File: config.mk
export PLATFORM = sky130hd
export DESIGN_NAME = named_mark_table_core
export DESIGN_NICKNAME = d
export VERILOG_FILES = /design/src/design/nmt_pkg.sv /design/src/design/nmt_cell.sv /design/src/design/named_mark_table_core.sv
export SDC_FILE = /design/constraint.sdc
export NUM_CORES = 2
export LEC_CHECK = 0
export ABC_AREA = 0
export BUFFER_PORTS_ARGS = -buffer_cell sky130_fd_sc_hd__buf_2
export CELL_PAD_IN_SITES_DETAIL_PLACEMENT = 1
export CELL_PAD_IN_SITES_GLOBAL_PLACEMENT = 1
export CORE_MARGIN = 8
export CORE_UTILIZATION = 54
export DETAILED_ROUTE_END_ITERATION = 7
export PLACE_DENSITY = 0.86
export SLEW_MARGIN = 30
export SYNTH_ARGS = -nofsm -noshare
export SYNTH_HDL_FRONTEND = slang
export SYNTH_SLANG_ARGS = --single-unit
File: constraint.sdc
create_clock -name clock -period 8.2 [get_ports clock]
set_clock_uncertainty 0.2 [all_clocks]
set_input_delay 1.23 -clock clock [delete_from_list [all_inputs] [get_ports clock]]
set_output_delay 1.23 -clock clock [all_outputs]
set_load 0.02 [all_outputs]
File: src/design/nmt_pkg.sv
package nmt_pkg;

   // table geometry
   localparam int NUM_SLOTS = 16;
   localparam int SLOT_W    = (NUM_SLOTS > 1) ? $clog2(NUM_SLOTS) : 1;

   // field widths
   localparam int FUNC_W = 3;
   localparam int KEY_W  = 8;
   localparam int LINE_W = 32;
   localparam int COL_W  = 16;

   // packed beat widths, padded to whole bytes
   localparam int REQ_BITS    = FUNC_W + KEY_W + LINE_W + COL_W;
   localparam int REQ_TDATA_W = ((REQ_BITS + 7) / 8) * 8;
   localparam int RSP_BITS    = 1 + LINE_W + COL_W;
   localparam int RSP_TDATA_W = ((RSP_BITS + 7) / 8) * 8;

   // response beat bit positions
   localparam int RSP_LINE_LO = 1;
   localparam int RSP_LINE_HI = RSP_LINE_LO + LINE_W - 1;
   localparam int RSP_COL_LO  = RSP_LINE_HI + 1;
   localparam int RSP_COL_HI  = RSP_COL_LO + COL_W - 1;

   // special keys
   localparam logic [KEY_W-1:0] KEY_QUOTE    = 8'h27;
   localparam logic [KEY_W-1:0] KEY_BACKTICK = 8'h60;
   localparam logic [KEY_W-1:0] KEY_FREE     = 8'h00;

   typedef enum logic [FUNC_W-1:0] {
      FUNC_CLEAR_ALL   = 3'd0,
      FUNC_SET_NAMED   = 3'd1,
      FUNC_SET_CONTEXT = 3'd2,
      FUNC_LOOKUP      = 3'd3,
      FUNC_CLEAR_LINE  = 3'd4
   } func_type;

   typedef enum logic [1:0] {
      ST_IDLE,
      ST_RUN,
      ST_FIN
   } state_type;

   typedef logic [SLOT_W-1:0] slot_idx_type;

   // command held steady while it walks the chain
   typedef struct packed {
      logic [FUNC_W-1:0] func;
      logic [KEY_W-1:0]  key;
      logic [LINE_W-1:0] line;
      logic [COL_W-1:0]  column;
   } cmd_type;

   // partial result handed from cell to cell
   typedef struct packed {
      logic              matched;
      logic              free_seen;
      slot_idx_type      free_idx;
      logic              hit;
      logic [LINE_W-1:0] hit_line;
      logic [COL_W-1:0]  hit_column;
   } acc_type;

   // deferred claim of a free slot
   typedef struct packed {
      logic         en;
      slot_idx_type idx;
   } commit_type;

   function automatic logic is_letter(input logic [KEY_W-1:0] k);
      return k inside {[8'h41:8'h5A], [8'h61:8'h7A]};
   endfunction

endpackage

File: src/design/nmt_cell.sv
module nmt_cell import nmt_pkg::*; (
   input  logic         clock,
   input  logic         reset,
   input  slot_idx_type cell_idx,
   input  cmd_type      cmd,
   input  commit_type   commit,
   input  logic         token_in,
   input  acc_type      acc_in,
   output logic         token_out,
   output acc_type      acc_out
);

   logic [KEY_W-1:0]  name_ff, name_in;
   logic [LINE_W-1:0] line_ff, line_in;
   logic [COL_W-1:0]  col_ff, col_in;
   logic              token_ff;
   acc_type           acc_ff, acc_in_next;
   logic              match;

   assign match = (name_ff == cmd.key) && (cmd.key != KEY_FREE);

   // slot update and partial result for the passing command
   always_comb begin
      name_in     = name_ff;
      line_in     = line_ff;
      col_in      = col_ff;
      acc_in_next = acc_in;
      if (token_in) begin
         case (cmd.func)
            FUNC_CLEAR_ALL: begin
               name_in = KEY_FREE;
            end
            FUNC_SET_NAMED: begin
               if (is_letter(cmd.key)) begin
                  if (match) begin
                     line_in             = cmd.line;
                     col_in              = cmd.column;
                     acc_in_next.matched = 1'b1;
                  end
                  if ((name_ff == KEY_FREE) && !acc_in.free_seen) begin
                     acc_in_next.free_seen = 1'b1;
                     acc_in_next.free_idx  = cell_idx;
                  end
               end
            end
            FUNC_LOOKUP: begin
               if (match && !acc_in.hit) begin
                  acc_in_next.hit        = 1'b1;
                  acc_in_next.hit_line   = line_ff;
                  acc_in_next.hit_column = col_ff;
               end
            end
            FUNC_CLEAR_LINE: begin
               if (line_ff == cmd.line) begin
                  name_in = KEY_FREE;
               end
            end
            default: ;
         endcase
      end
      // new name lands in the first free slot once no match was found
      if (commit.en && (commit.idx == cell_idx)) begin
         name_in = cmd.key;
         line_in = cmd.line;
         col_in  = cmd.column;
      end
   end

   always_ff @(posedge clock) begin
      if (reset) begin
         name_ff  <= KEY_FREE;
         token_ff <= 1'b0;
      end else begin
         name_ff  <= name_in;
         token_ff <= token_in;
      end
   end

   // payload, no reset needed
   always_ff @(posedge clock) begin
      line_ff <= line_in;
      col_ff  <= col_in;
      if (token_in) begin
         acc_ff <= acc_in_next;
      end
   end

   assign token_out = token_ff;
   assign acc_out   = acc_ff;

endmodule

File: src/design/named_mark_table_core.sv
// An accepted req beat starts a token through start_ff and the row of NUM_SLOTS
// slot cell registers; the finish step then loads the response register once
// it is free. No new req beat is taken until that command has left the finish step.
// A new req beat is taken while an earlier response still waits on rsp_tready.
// Reset (synchronous, active high) frees every slot, drops the context mark
// and empties the response register.
module named_mark_table_core import nmt_pkg::*; (
   input  logic                   clock,
   input  logic                   reset,
   // req_tdata: func[2:0], key[10:3], line_ref[42:11], column[58:43], zero pad
   input  logic                   req_tvalid,
   output logic                   req_tready,
   input  logic [REQ_TDATA_W-1:0] req_tdata,
   // rsp_tdata: ok[0], out_line[32:1], out_column[48:33], zero pad
   output logic                   rsp_tvalid,
   input  logic                   rsp_tready,
   output logic [RSP_TDATA_W-1:0] rsp_tdata
);

   localparam int RSP_PAD = RSP_TDATA_W - RSP_BITS;

   state_type         state_ff, state_in;
   cmd_type           cmd_ff;
   logic              start_ff;
   logic              req_beat;
   commit_type        commit;
   logic              ctx_valid_ff, ctx_valid_in;
   logic [LINE_W-1:0] ctx_line_ff, ctx_line_in;
   logic [COL_W-1:0]  ctx_col_ff, ctx_col_in;
   logic              rsp_valid_ff, rsp_valid_in;
   logic              rsp_ok_ff, rsp_ok_in;
   logic [LINE_W-1:0] rsp_line_ff, rsp_line_in;
   logic [COL_W-1:0]  rsp_col_ff, rsp_col_in;
   logic              token [NUM_SLOTS+1];
   acc_type           acc   [NUM_SLOTS+1];
   acc_type           fin;

   assign req_tready = (state_ff == ST_IDLE);
   assign req_beat   = req_tvalid && req_tready;

   // row of slot cells; the token enters at cell 0
   assign token[0] = start_ff;
   assign acc[0]   = '0;
   assign fin      = acc[NUM_SLOTS];

   for (genvar i = 0; i < NUM_SLOTS; i++) begin : g_cell
      nmt_cell u_cell (
         .clock     (clock),
         .reset     (reset),
         .cell_idx  (SLOT_W'(i)),
         .cmd       (cmd_ff),
         .commit    (commit),
         .token_in  (token[i]),
         .acc_in    (acc[i]),
         .token_out (token[i+1]),
         .acc_out   (acc[i+1])
      );
   end

   // sequencer and result formation
   always_comb begin
      logic [LINE_W-1:0] lk_line;
      logic [COL_W-1:0]  lk_col;
      state_in     = state_ff;
      commit       = '0;
      ctx_valid_in = ctx_valid_ff;
      ctx_line_in  = ctx_line_ff;
      ctx_col_in   = ctx_col_ff;
      rsp_valid_in = rsp_valid_ff && !rsp_tready;
      rsp_ok_in    = rsp_ok_ff;
      rsp_line_in  = rsp_line_ff;
      rsp_col_in   = rsp_col_ff;
      lk_line      = '0;
      lk_col       = '0;
      case (state_ff)
         ST_IDLE: begin
            if (req_beat) begin
               state_in = ST_RUN;
            end
         end
         ST_RUN: begin
            if (token[NUM_SLOTS]) begin
               state_in = ST_FIN;
            end
         end
         ST_FIN: begin
            if (!rsp_valid_ff || rsp_tready) begin
               state_in     = ST_IDLE;
               rsp_valid_in = 1'b1;
               rsp_ok_in    = 1'b0;
               rsp_line_in  = '0;
               rsp_col_in   = '0;
               case (cmd_ff.func)
                  FUNC_CLEAR_ALL: begin
                     ctx_valid_in = 1'b0;
                  end
                  FUNC_SET_NAMED: begin
                     if (is_letter(cmd_ff.key)) begin
                        rsp_ok_in  = fin.matched || fin.free_seen;
                        commit.en  = !fin.matched && fin.free_seen;
                        commit.idx = fin.free_idx;
                     end
                  end
                  FUNC_SET_CONTEXT: begin
                     ctx_valid_in = 1'b1;
                     ctx_line_in  = cmd_ff.line;
                     ctx_col_in   = cmd_ff.column;
                     rsp_ok_in    = 1'b1;
                  end
                  FUNC_LOOKUP: begin
                     if ((cmd_ff.key == KEY_QUOTE) || (cmd_ff.key == KEY_BACKTICK)) begin
                        if (ctx_valid_ff) begin
                           lk_line = ctx_line_ff;
                           lk_col  = ctx_col_ff;
                        end
                     end else if (fin.hit) begin
                        lk_line = fin.hit_line;
                        lk_col  = fin.hit_column;
                     end
                     if (lk_line != '0) begin
                        rsp_ok_in   = 1'b1;
                        rsp_line_in = lk_line;
                        rsp_col_in  = lk_col;
                     end
                  end
                  FUNC_CLEAR_LINE: begin
                     if (ctx_valid_ff && (ctx_line_ff == cmd_ff.line)) begin
                        ctx_valid_in = 1'b0;
                     end
                  end
                  default: ;
               endcase
            end
         end
         default: begin
            state_in = ST_IDLE;
         end
      endcase
   end

   always_ff @(posedge clock) begin
      if (reset) begin
         state_ff     <= ST_IDLE;
         start_ff     <= 1'b0;
         ctx_valid_ff <= 1'b0;
         rsp_valid_ff <= 1'b0;
      end else begin
         state_ff     <= state_in;
         start_ff     <= req_beat;
         ctx_valid_ff <= ctx_valid_in;
         rsp_valid_ff <= rsp_valid_in;
      end
   end

   // payload registers
   always_ff @(posedge clock) begin
      if (req_beat) begin
         cmd_ff.func   <= req_tdata[FUNC_W-1:0];
         cmd_ff.key    <= req_tdata[FUNC_W +: KEY_W];
         cmd_ff.line   <= req_tdata[FUNC_W+KEY_W +: LINE_W];
         cmd_ff.column <= req_tdata[FUNC_W+KEY_W+LINE_W +: COL_W];
      end
      ctx_line_ff <= ctx_line_in;
      ctx_col_ff  <= ctx_col_in;
      rsp_ok_ff   <= rsp_ok_in;
      rsp_line_ff <= rsp_line_in;
      rsp_col_ff  <= rsp_col_in;
   end

   assign rsp_tvalid = rsp_valid_ff;
   assign rsp_tdata  = {{RSP_PAD{1'b0}}, rsp_col_ff, rsp_line_ff, rsp_ok_ff};

endmodule

# Yosys cells after proc, flatten, opt, wreduce, memory -nomap -nowiden
# Cells that the tools add are included.
# totals
mem_count	0
input_bits	68
ramBits	0
latchBits	0
mem_bits_ro	0
output_inout_bits	58
wordCells	840
register_bits	1953
# classes
mul	0
mux	341
eq_ne	76
magnitude_cmp	4
n_bitwise	0
n_shift	0
add_sub_neg	0
div	0
n_reduce_logical	246
# op_table
cell	n
32-bit two-way mux	86
49-bit two-way mux	31
16-bit two-way mux	83
32-bit == test	17
8-bit two-way mux	48
8-bit one-hot mux with 2 select lines	16
6-bit two-way mux	30
2-bit nonzero test	65
8-bit == test	16
8-bit logical NOT	16
5-bit two-way mux	20
1-bit logical AND	68
4-bit AND reduction	17
3-bit AND reduction	18
3-bit nonzero test	17
3-bit by 1-bit != test with 1-bit output, second input constant	16
1-bit logical NOT	33
4-bit == test, second input constant	8
32-bit nonzero test	1
1-bit two-way mux	21
4-bit by 3-bit == test with 1-bit output, second input constant	4
8-bit by 7-bit >= comparator with 1-bit output, second input constant	2
8-bit by 7-bit less-or-equal comparator with 1-bit output, second input constant	2
4-bit by 2-bit == test with 1-bit output, second input constant	2
19 further kinds	30

# Depth between registers and ports, before layout
# logic_depth
depth_word	11
mapped_depth	11
mapped_depth_nobuf	6

# Cells and area by module
# A second synthesis with hierarchy kept.
# hier_totals
cells_unflattened	4997
area_unflattened_um2	83697.8
# modules_own_cells
module	area_per_inst_um2	cells_each	seq_area_each_um2	instances
nmt_cell	4825.9	284	3273.1	16
named_mark_table_core	6483.7	453	4784.6	1

# Worst setup path before layout
# No wires, ideal clock.
# synth_timing
kind	register to register
startpoint	reg cmd_ff[55] in the netlist's numbering
endpoint	reg g_cell[4].u_cell.col_ff[0] (enable)
path_buffers	3
setup_time_ps	520
required_ps	7480
path_stages_with_launch	9
setup_slack_ps	2218
synth_period_minus_slack_ps	5982
arrival_ps	5262
cell_sequence	edfxtp_1 buf_2 nor4b_1 o211ai_1 clkbuf_1 nor2_1 clkbuf_1 nand2_1 o21ai_0
# synth_between
elab_chain_len	11
word_cells_on_any_way	21
cone_classes	order compare: 4; eq/ne: 2; mux: 4; reduce/logical: 11
# synth_rtl
element	line_no	rtl
start: declaration	named_mark_table_core.sv:23	cmd_type cmd_ff;
8-bit by 7-bit >= comparator with 1-bit output or 8-bit by 7-bit less-or-equal comparator with 1-bit output (tied branches)	nmt_pkg.sv:71	return k inside {[8'h41:8'h5A], [8'h61:8'h7A]};
1-bit logical AND	nmt_pkg.sv:71	
2-bit nonzero test	nmt_pkg.sv:71	
5-bit two-way mux	named_mark_table_core.sv:98	if (is_letter(cmd_ff.key)) begin
5-bit two-way mux	named_mark_table_core.sv:93	case (cmd_ff.func)
5-bit two-way mux	named_mark_table_core.sv:87	if (!rsp_valid_ff || rsp_tready) begin
5-bit two-way mux	named_mark_table_core.sv:75	case (state_ff)
4-bit by 3-bit == test with 1-bit output	nmt_cell.sv:62	if (commit.en && (commit.idx == cell_idx)) begin
1-bit logical AND	nmt_cell.sv:62	
2-bit nonzero test (no line)	-	
4-bit AND reduction (no line) (*)	-	
end signal: assignment	nmt_cell.sv:82	col_ff <= col_in;
end: declaration	nmt_cell.sv:15	logic [COL_W-1:0] col_ff, col_in;
# Every way passes the cells marked *; elsewhere a longest branch is shown, timed or not.
# A chain may end at the register's enable or synchronous reset.

# Worst setup path in the final report
# layout_timing
startpoint	reg cmd_ff[52] in the netlist's numbering
endpoint	reg g_cell[6].u_cell.line_ff[21] (enable)
# layout_between
elab_chain_len	11
word_cells_on_any_way	21
cone_classes	order compare: 4; eq/ne: 2; mux: 4; reduce/logical: 11
# layout_rtl
element	line_no	rtl
8-bit by 7-bit >= comparator with 1-bit output or 8-bit by 7-bit less-or-equal comparator with 1-bit output (tied branches)	nmt_pkg.sv:71	
1-bit logical AND	nmt_pkg.sv:71	
2-bit nonzero test	nmt_pkg.sv:71	
5-bit two-way mux	named_mark_table_core.sv:98	
5-bit two-way mux	named_mark_table_core.sv:93	
5-bit two-way mux	named_mark_table_core.sv:87	
5-bit two-way mux	named_mark_table_core.sv:75	
4-bit by 3-bit == test with 1-bit output	nmt_cell.sv:62	
1-bit logical AND	nmt_cell.sv:62	
2-bit nonzero test (no line)	-	
4-bit AND reduction (no line) (*)	-	
end signal: assignment	nmt_cell.sv:81	line_ff <= line_in;
end: declaration	nmt_cell.sv:14	logic [LINE_W-1:0] line_ff, line_in;
# Marked as above.

==> results by group <==
Timing
  – Final cycle utilization of the critical path: 57.4%
  – Slew Limit Fails: 0
  – Final hold violations: 0
  – Worst Tran Pin Value: 1090 ps
  – Peak Freq: 212 MHz
  – Relative slew slack: 26.9%
  – RSZ-0062 raised after global routing: false
  – Final setup vio count: 0
  – Setup TNS: 0 ps
  – Tmin final: 4710 ps

Die
  – I/O pin cnt: 126
  – FP Rows: 139
  – Core region area: 143,000 µm²
  – Die area: 157,000 µm²
  – Initial cell density of the core: 54.3%
  – Die width: 396 µm
  – Die Y: 396 µm

Synthesis
  – Mux contribution to synthesized area: 10.4%
  – Synth Instances: 4,651
  – Share of the synthesized area in the top cell type: 68.9%
  – Adder-cell share of the synthesized area: 0%
  – Avg Synthesized Cell Area: 16.8 µm²
  – Largest family of logic cells by synthesized area: multiplexers
  – Post-synthesis xor/xnor area fraction: 7.55%
  – Mapped cell area: 77,900 µm²
  – Largest cells by area after synthesis: edfxtp_1 (69%), mux2_2 (10%), xnor2_1 (7.2%), dfxtp_1 (3.8%), nand4_1 (1.3%)
  – Synth warnings: 0
  – Sequential element share of the synthesized area: 72.8%
  – Area leader, netlist: edfxtp_1
  – EDFF count, synth: 1,789
  – Synth async-reset ratio: 0%
  – Synth Flop Type: edfxtp_1
  – Cell variety after synth: 49
  – Number of synthesized register bits: 1,938
  – Compound-cell area share of the yosys netlist: 2.16%
  – Post-Synth Simple-Gate Area: 5.56%

Placed design
  – Gpl congestion: 0.890
  – Placed inst area: 80,900 µm²
  – Port bufs: 113
  – Post-DP HPWL: 128,000 µm

Clock network
  – CTS buffer count: 189
  – Root Buffer: clkbuf_16
  – Resize count post-CTS: 0
  – Clock transition at path regs: 60 ps
  – TritonCTS clock tree: done
  – Sink Count: 1,938
  – Clock tree buffer depth: 3
  – CTS H-tree lvls: 4
  – Clk_lat worst skew: 850 ps
  – Setup Buffers After CTS: 0
  – CTS Hold Bufs: 0

Pwr
  – Comb power frac: 2.8%
  – Switch share: 21.3%
  – Peak VDD IR: 0.000283 V
  – Tot Pwr: 19.7 mW
  – Pwr/cell area: 227 nW/µm²
  – Leakage: 26.4 nW
  – Clock power share: 42.3%
  – P_int: 15.5 mW
  – Sw Pwr: 4.19 mW
  – Seq pwr share: 55.0%

Global routing
  – Global route overflow: 0
  – Global-route wire length before repair: 302,000 µm
  – GRT Total Usage: 25.5%
  – Initial antenna violation count: 2
  – Vias in the first global route: 45,600
  – Largest net degree at the start of global routing: 99

Critical path
  – Slowest cell on the critical path: edfxtp_1
  – Worst path cell trace: buf_4 > or2_2 > nor2_2 > buf_4 > nor2_4 > nand2_1 > o21bai_4 > buf_4
  – CP peak stage delay: 1010 ps
  – CP most frequent cell: buf_4
  – Critical path arrival: 4960 ps
  – Crit Path Max Fanout: 48
  – Crit Path Category: reg2reg
  – Critical Path RT: 8450 ps
  – Endpoint type of the worst setup path: flip-flop
  – Type of origin of the critical path: flip-flop

Route
  – Routed WL: 203,000 µm
  – Residual DRC: 0
  – Starting DRT DRC Count: 3,024
  – Wire per inst: 29.5 µm
  – DRT Pass-1 Iters: 5
  – Via/cell ratio: 5.95
  – Routed vias: 41,000
  – DRT antenna net count: 0

Outcome
  – Status: finished clean

Hold path
  – Type of the most critical hold path: reg2reg

Finish
  – Share of cells above drive strength 1: 26.0%
  – Final #Nets: 4,904
  – Finished Cell Area: 86,800 µm²
  – Area growth syn-to-layout: 11.3%

Run
  – Max-cap violation count: 0
## worst max-delay path, delay by kind of cell (launching register included)
kind / cells / cell delay [ps]
flip-flops: 1 / 1010
buffers and inverters: 3 / 1290
AO/OA/AOI/OAI: 1 / 240
AND/OR/NAND/NOR: 4 / 1490
## flip-flops by register name, indices dropped and copies added, names as in the netlist, 16 cells and up
signal and flops:
g_cell.u_cell.line_ff 512, g_cell.u_cell.token_out 16, rsp_line_ff 32, g_cell.u_cell.acc_out 865, g_cell.u_cell.col_ff 256, ctx_line_ff 32, g_cell.u_cell.name_ff 128, rsp_col_ff 16
cmd_ff 59, ctx_col_ff 16
## worst paths after layout
check                                        startpoint                                endpoint  slack [ps]  depth (start not counted)
setup / recovery                   cmd_ff[52]$_DFFE_PP_  g_cell[6].u_cell.line_ff[21]$_DFFE_PP_        3490                          8
setup reg to reg                   cmd_ff[52]$_DFFE_PP_  g_cell[6].u_cell.line_ff[21]$_DFFE_PP_        3490                          8
hold reg to reg   g_cell[0].u_cell.token_out$_SDFF_PP0_   g_cell[1].u_cell.token_out$_SDFF_PP0_         280                          2
hold / removal    g_cell[0].u_cell.token_out$_SDFF_PP0_   g_cell[1].u_cell.token_out$_SDFF_PP0_         280                          2
## through the flow
step | std cells | setup slack [ps] | utilization (%) | hold WS [ps]
6_report | 6895 | 3490 | 60.5 | 281
2_1_floorplan | 4657 | 2220 | - | 263
3_5_place_dp | 6543 | 3540 | 56.4 | 266
5_1_grt | 6893 | 3430 | 60.5 | 322
3_3_place_gp | 6543 | 3300 | 56.4 | 249
4_1_cts | 6888 | 3590 | 60.4 | 290
## power groups by stage
stage	clock network, mW	registers [mW]	logic, mW
floorplan	0	11.0	0.291
CTS	8.45	10.8	0.535
finish	8.32	10.8	0.546
detailed placement	0	11.0	0.515
global route	8.74	10.8	0.568
global placement	0	11.0	0.482
## routing by layer
metal	vias to the layer above	global-route usage, %	share of wire [%]
li1	17900	-	-
met1	21200	29.8	37
met2	1459	46.2	53
met3	460	3.54	4.6
met4	0	12.1	5.0
met5	-	0	0
## final cells by class
type	instances	area (µm²)
well taps	1903	2380
clock buffers	245	5110
inverters	19	73.8
fillers	12600	56700
flip-flops and latches	1938	56700
diodes	2	5.00
clock inverters	100	657
repair buffers	215	1380
multi-input cells	2473	20400
## cell families after synthesis
kind of cell | Yosys count
mux | 723
flops | 1938
xor+xnor | 672
compound gates | 286
other cells | 1
buf+inv | 246
simple gates | 785
## layout by cell type (no fill, tap or decap), types with 6 or more instances in the layout
cell type,Yosys,routed
buf_6,3,6
nor2b_1,28,28
o21ai_0,89,86
o21bai_4,0,6
or4_1,18,18
clkinv_1,1,45
dfxtp_2,0,16
nor2_1,147,127
buf_2,106,112
xor2_1,27,27
a22o_1,18,18
nor4_1,92,91
a21boi_0,8,8
edfxtp_1,1789,1789
a22oi_1,48,48
clkbuf_1,82,47
a21oi_1,106,98
nand2_1,115,114
inv_1,18,17
nand2b_1,47,47
a21oi_2,0,8
buf_4,27,96
dfxtp_1,149,133
clkinvlp_4,0,6
or2_2,32,32
bufinv_16,0,6
clkbuf_16,0,196
nand3_1,19,19
nand4_1,167,167
nor3_1,22,22
nor2_4,0,19
conb_1,1,7
and2_1,58,56
mux2_2,721,721
nor4b_1,14,14
xnor2_1,645,645
clkinv_2,0,38
## synthesized netlist by cell type (5+ instances only)
master,instances
edfxtp_1,1789
mux2_2,721
xnor2_1,645
nand4_1,167
dfxtp_1,149
nor2_1,147
nand2_1,115
a21oi_1,106
buf_2,106
nor4_1,92
o21ai_0,89
clkbuf_1,82
and2_1,58
a22oi_1,48
nand2b_1,47
or2_2,32
nor2b_1,28
buf_4,27
xor2_1,27
nor3_1,22
nand3_1,19
a22o_1,18
inv_1,18
or4_1,18
nor4b_1,14
buf_1,9
a21boi_0,8
o21bai_1,8
nor4_2,5
No activity file was read; power rests on OpenSTA's default activity.
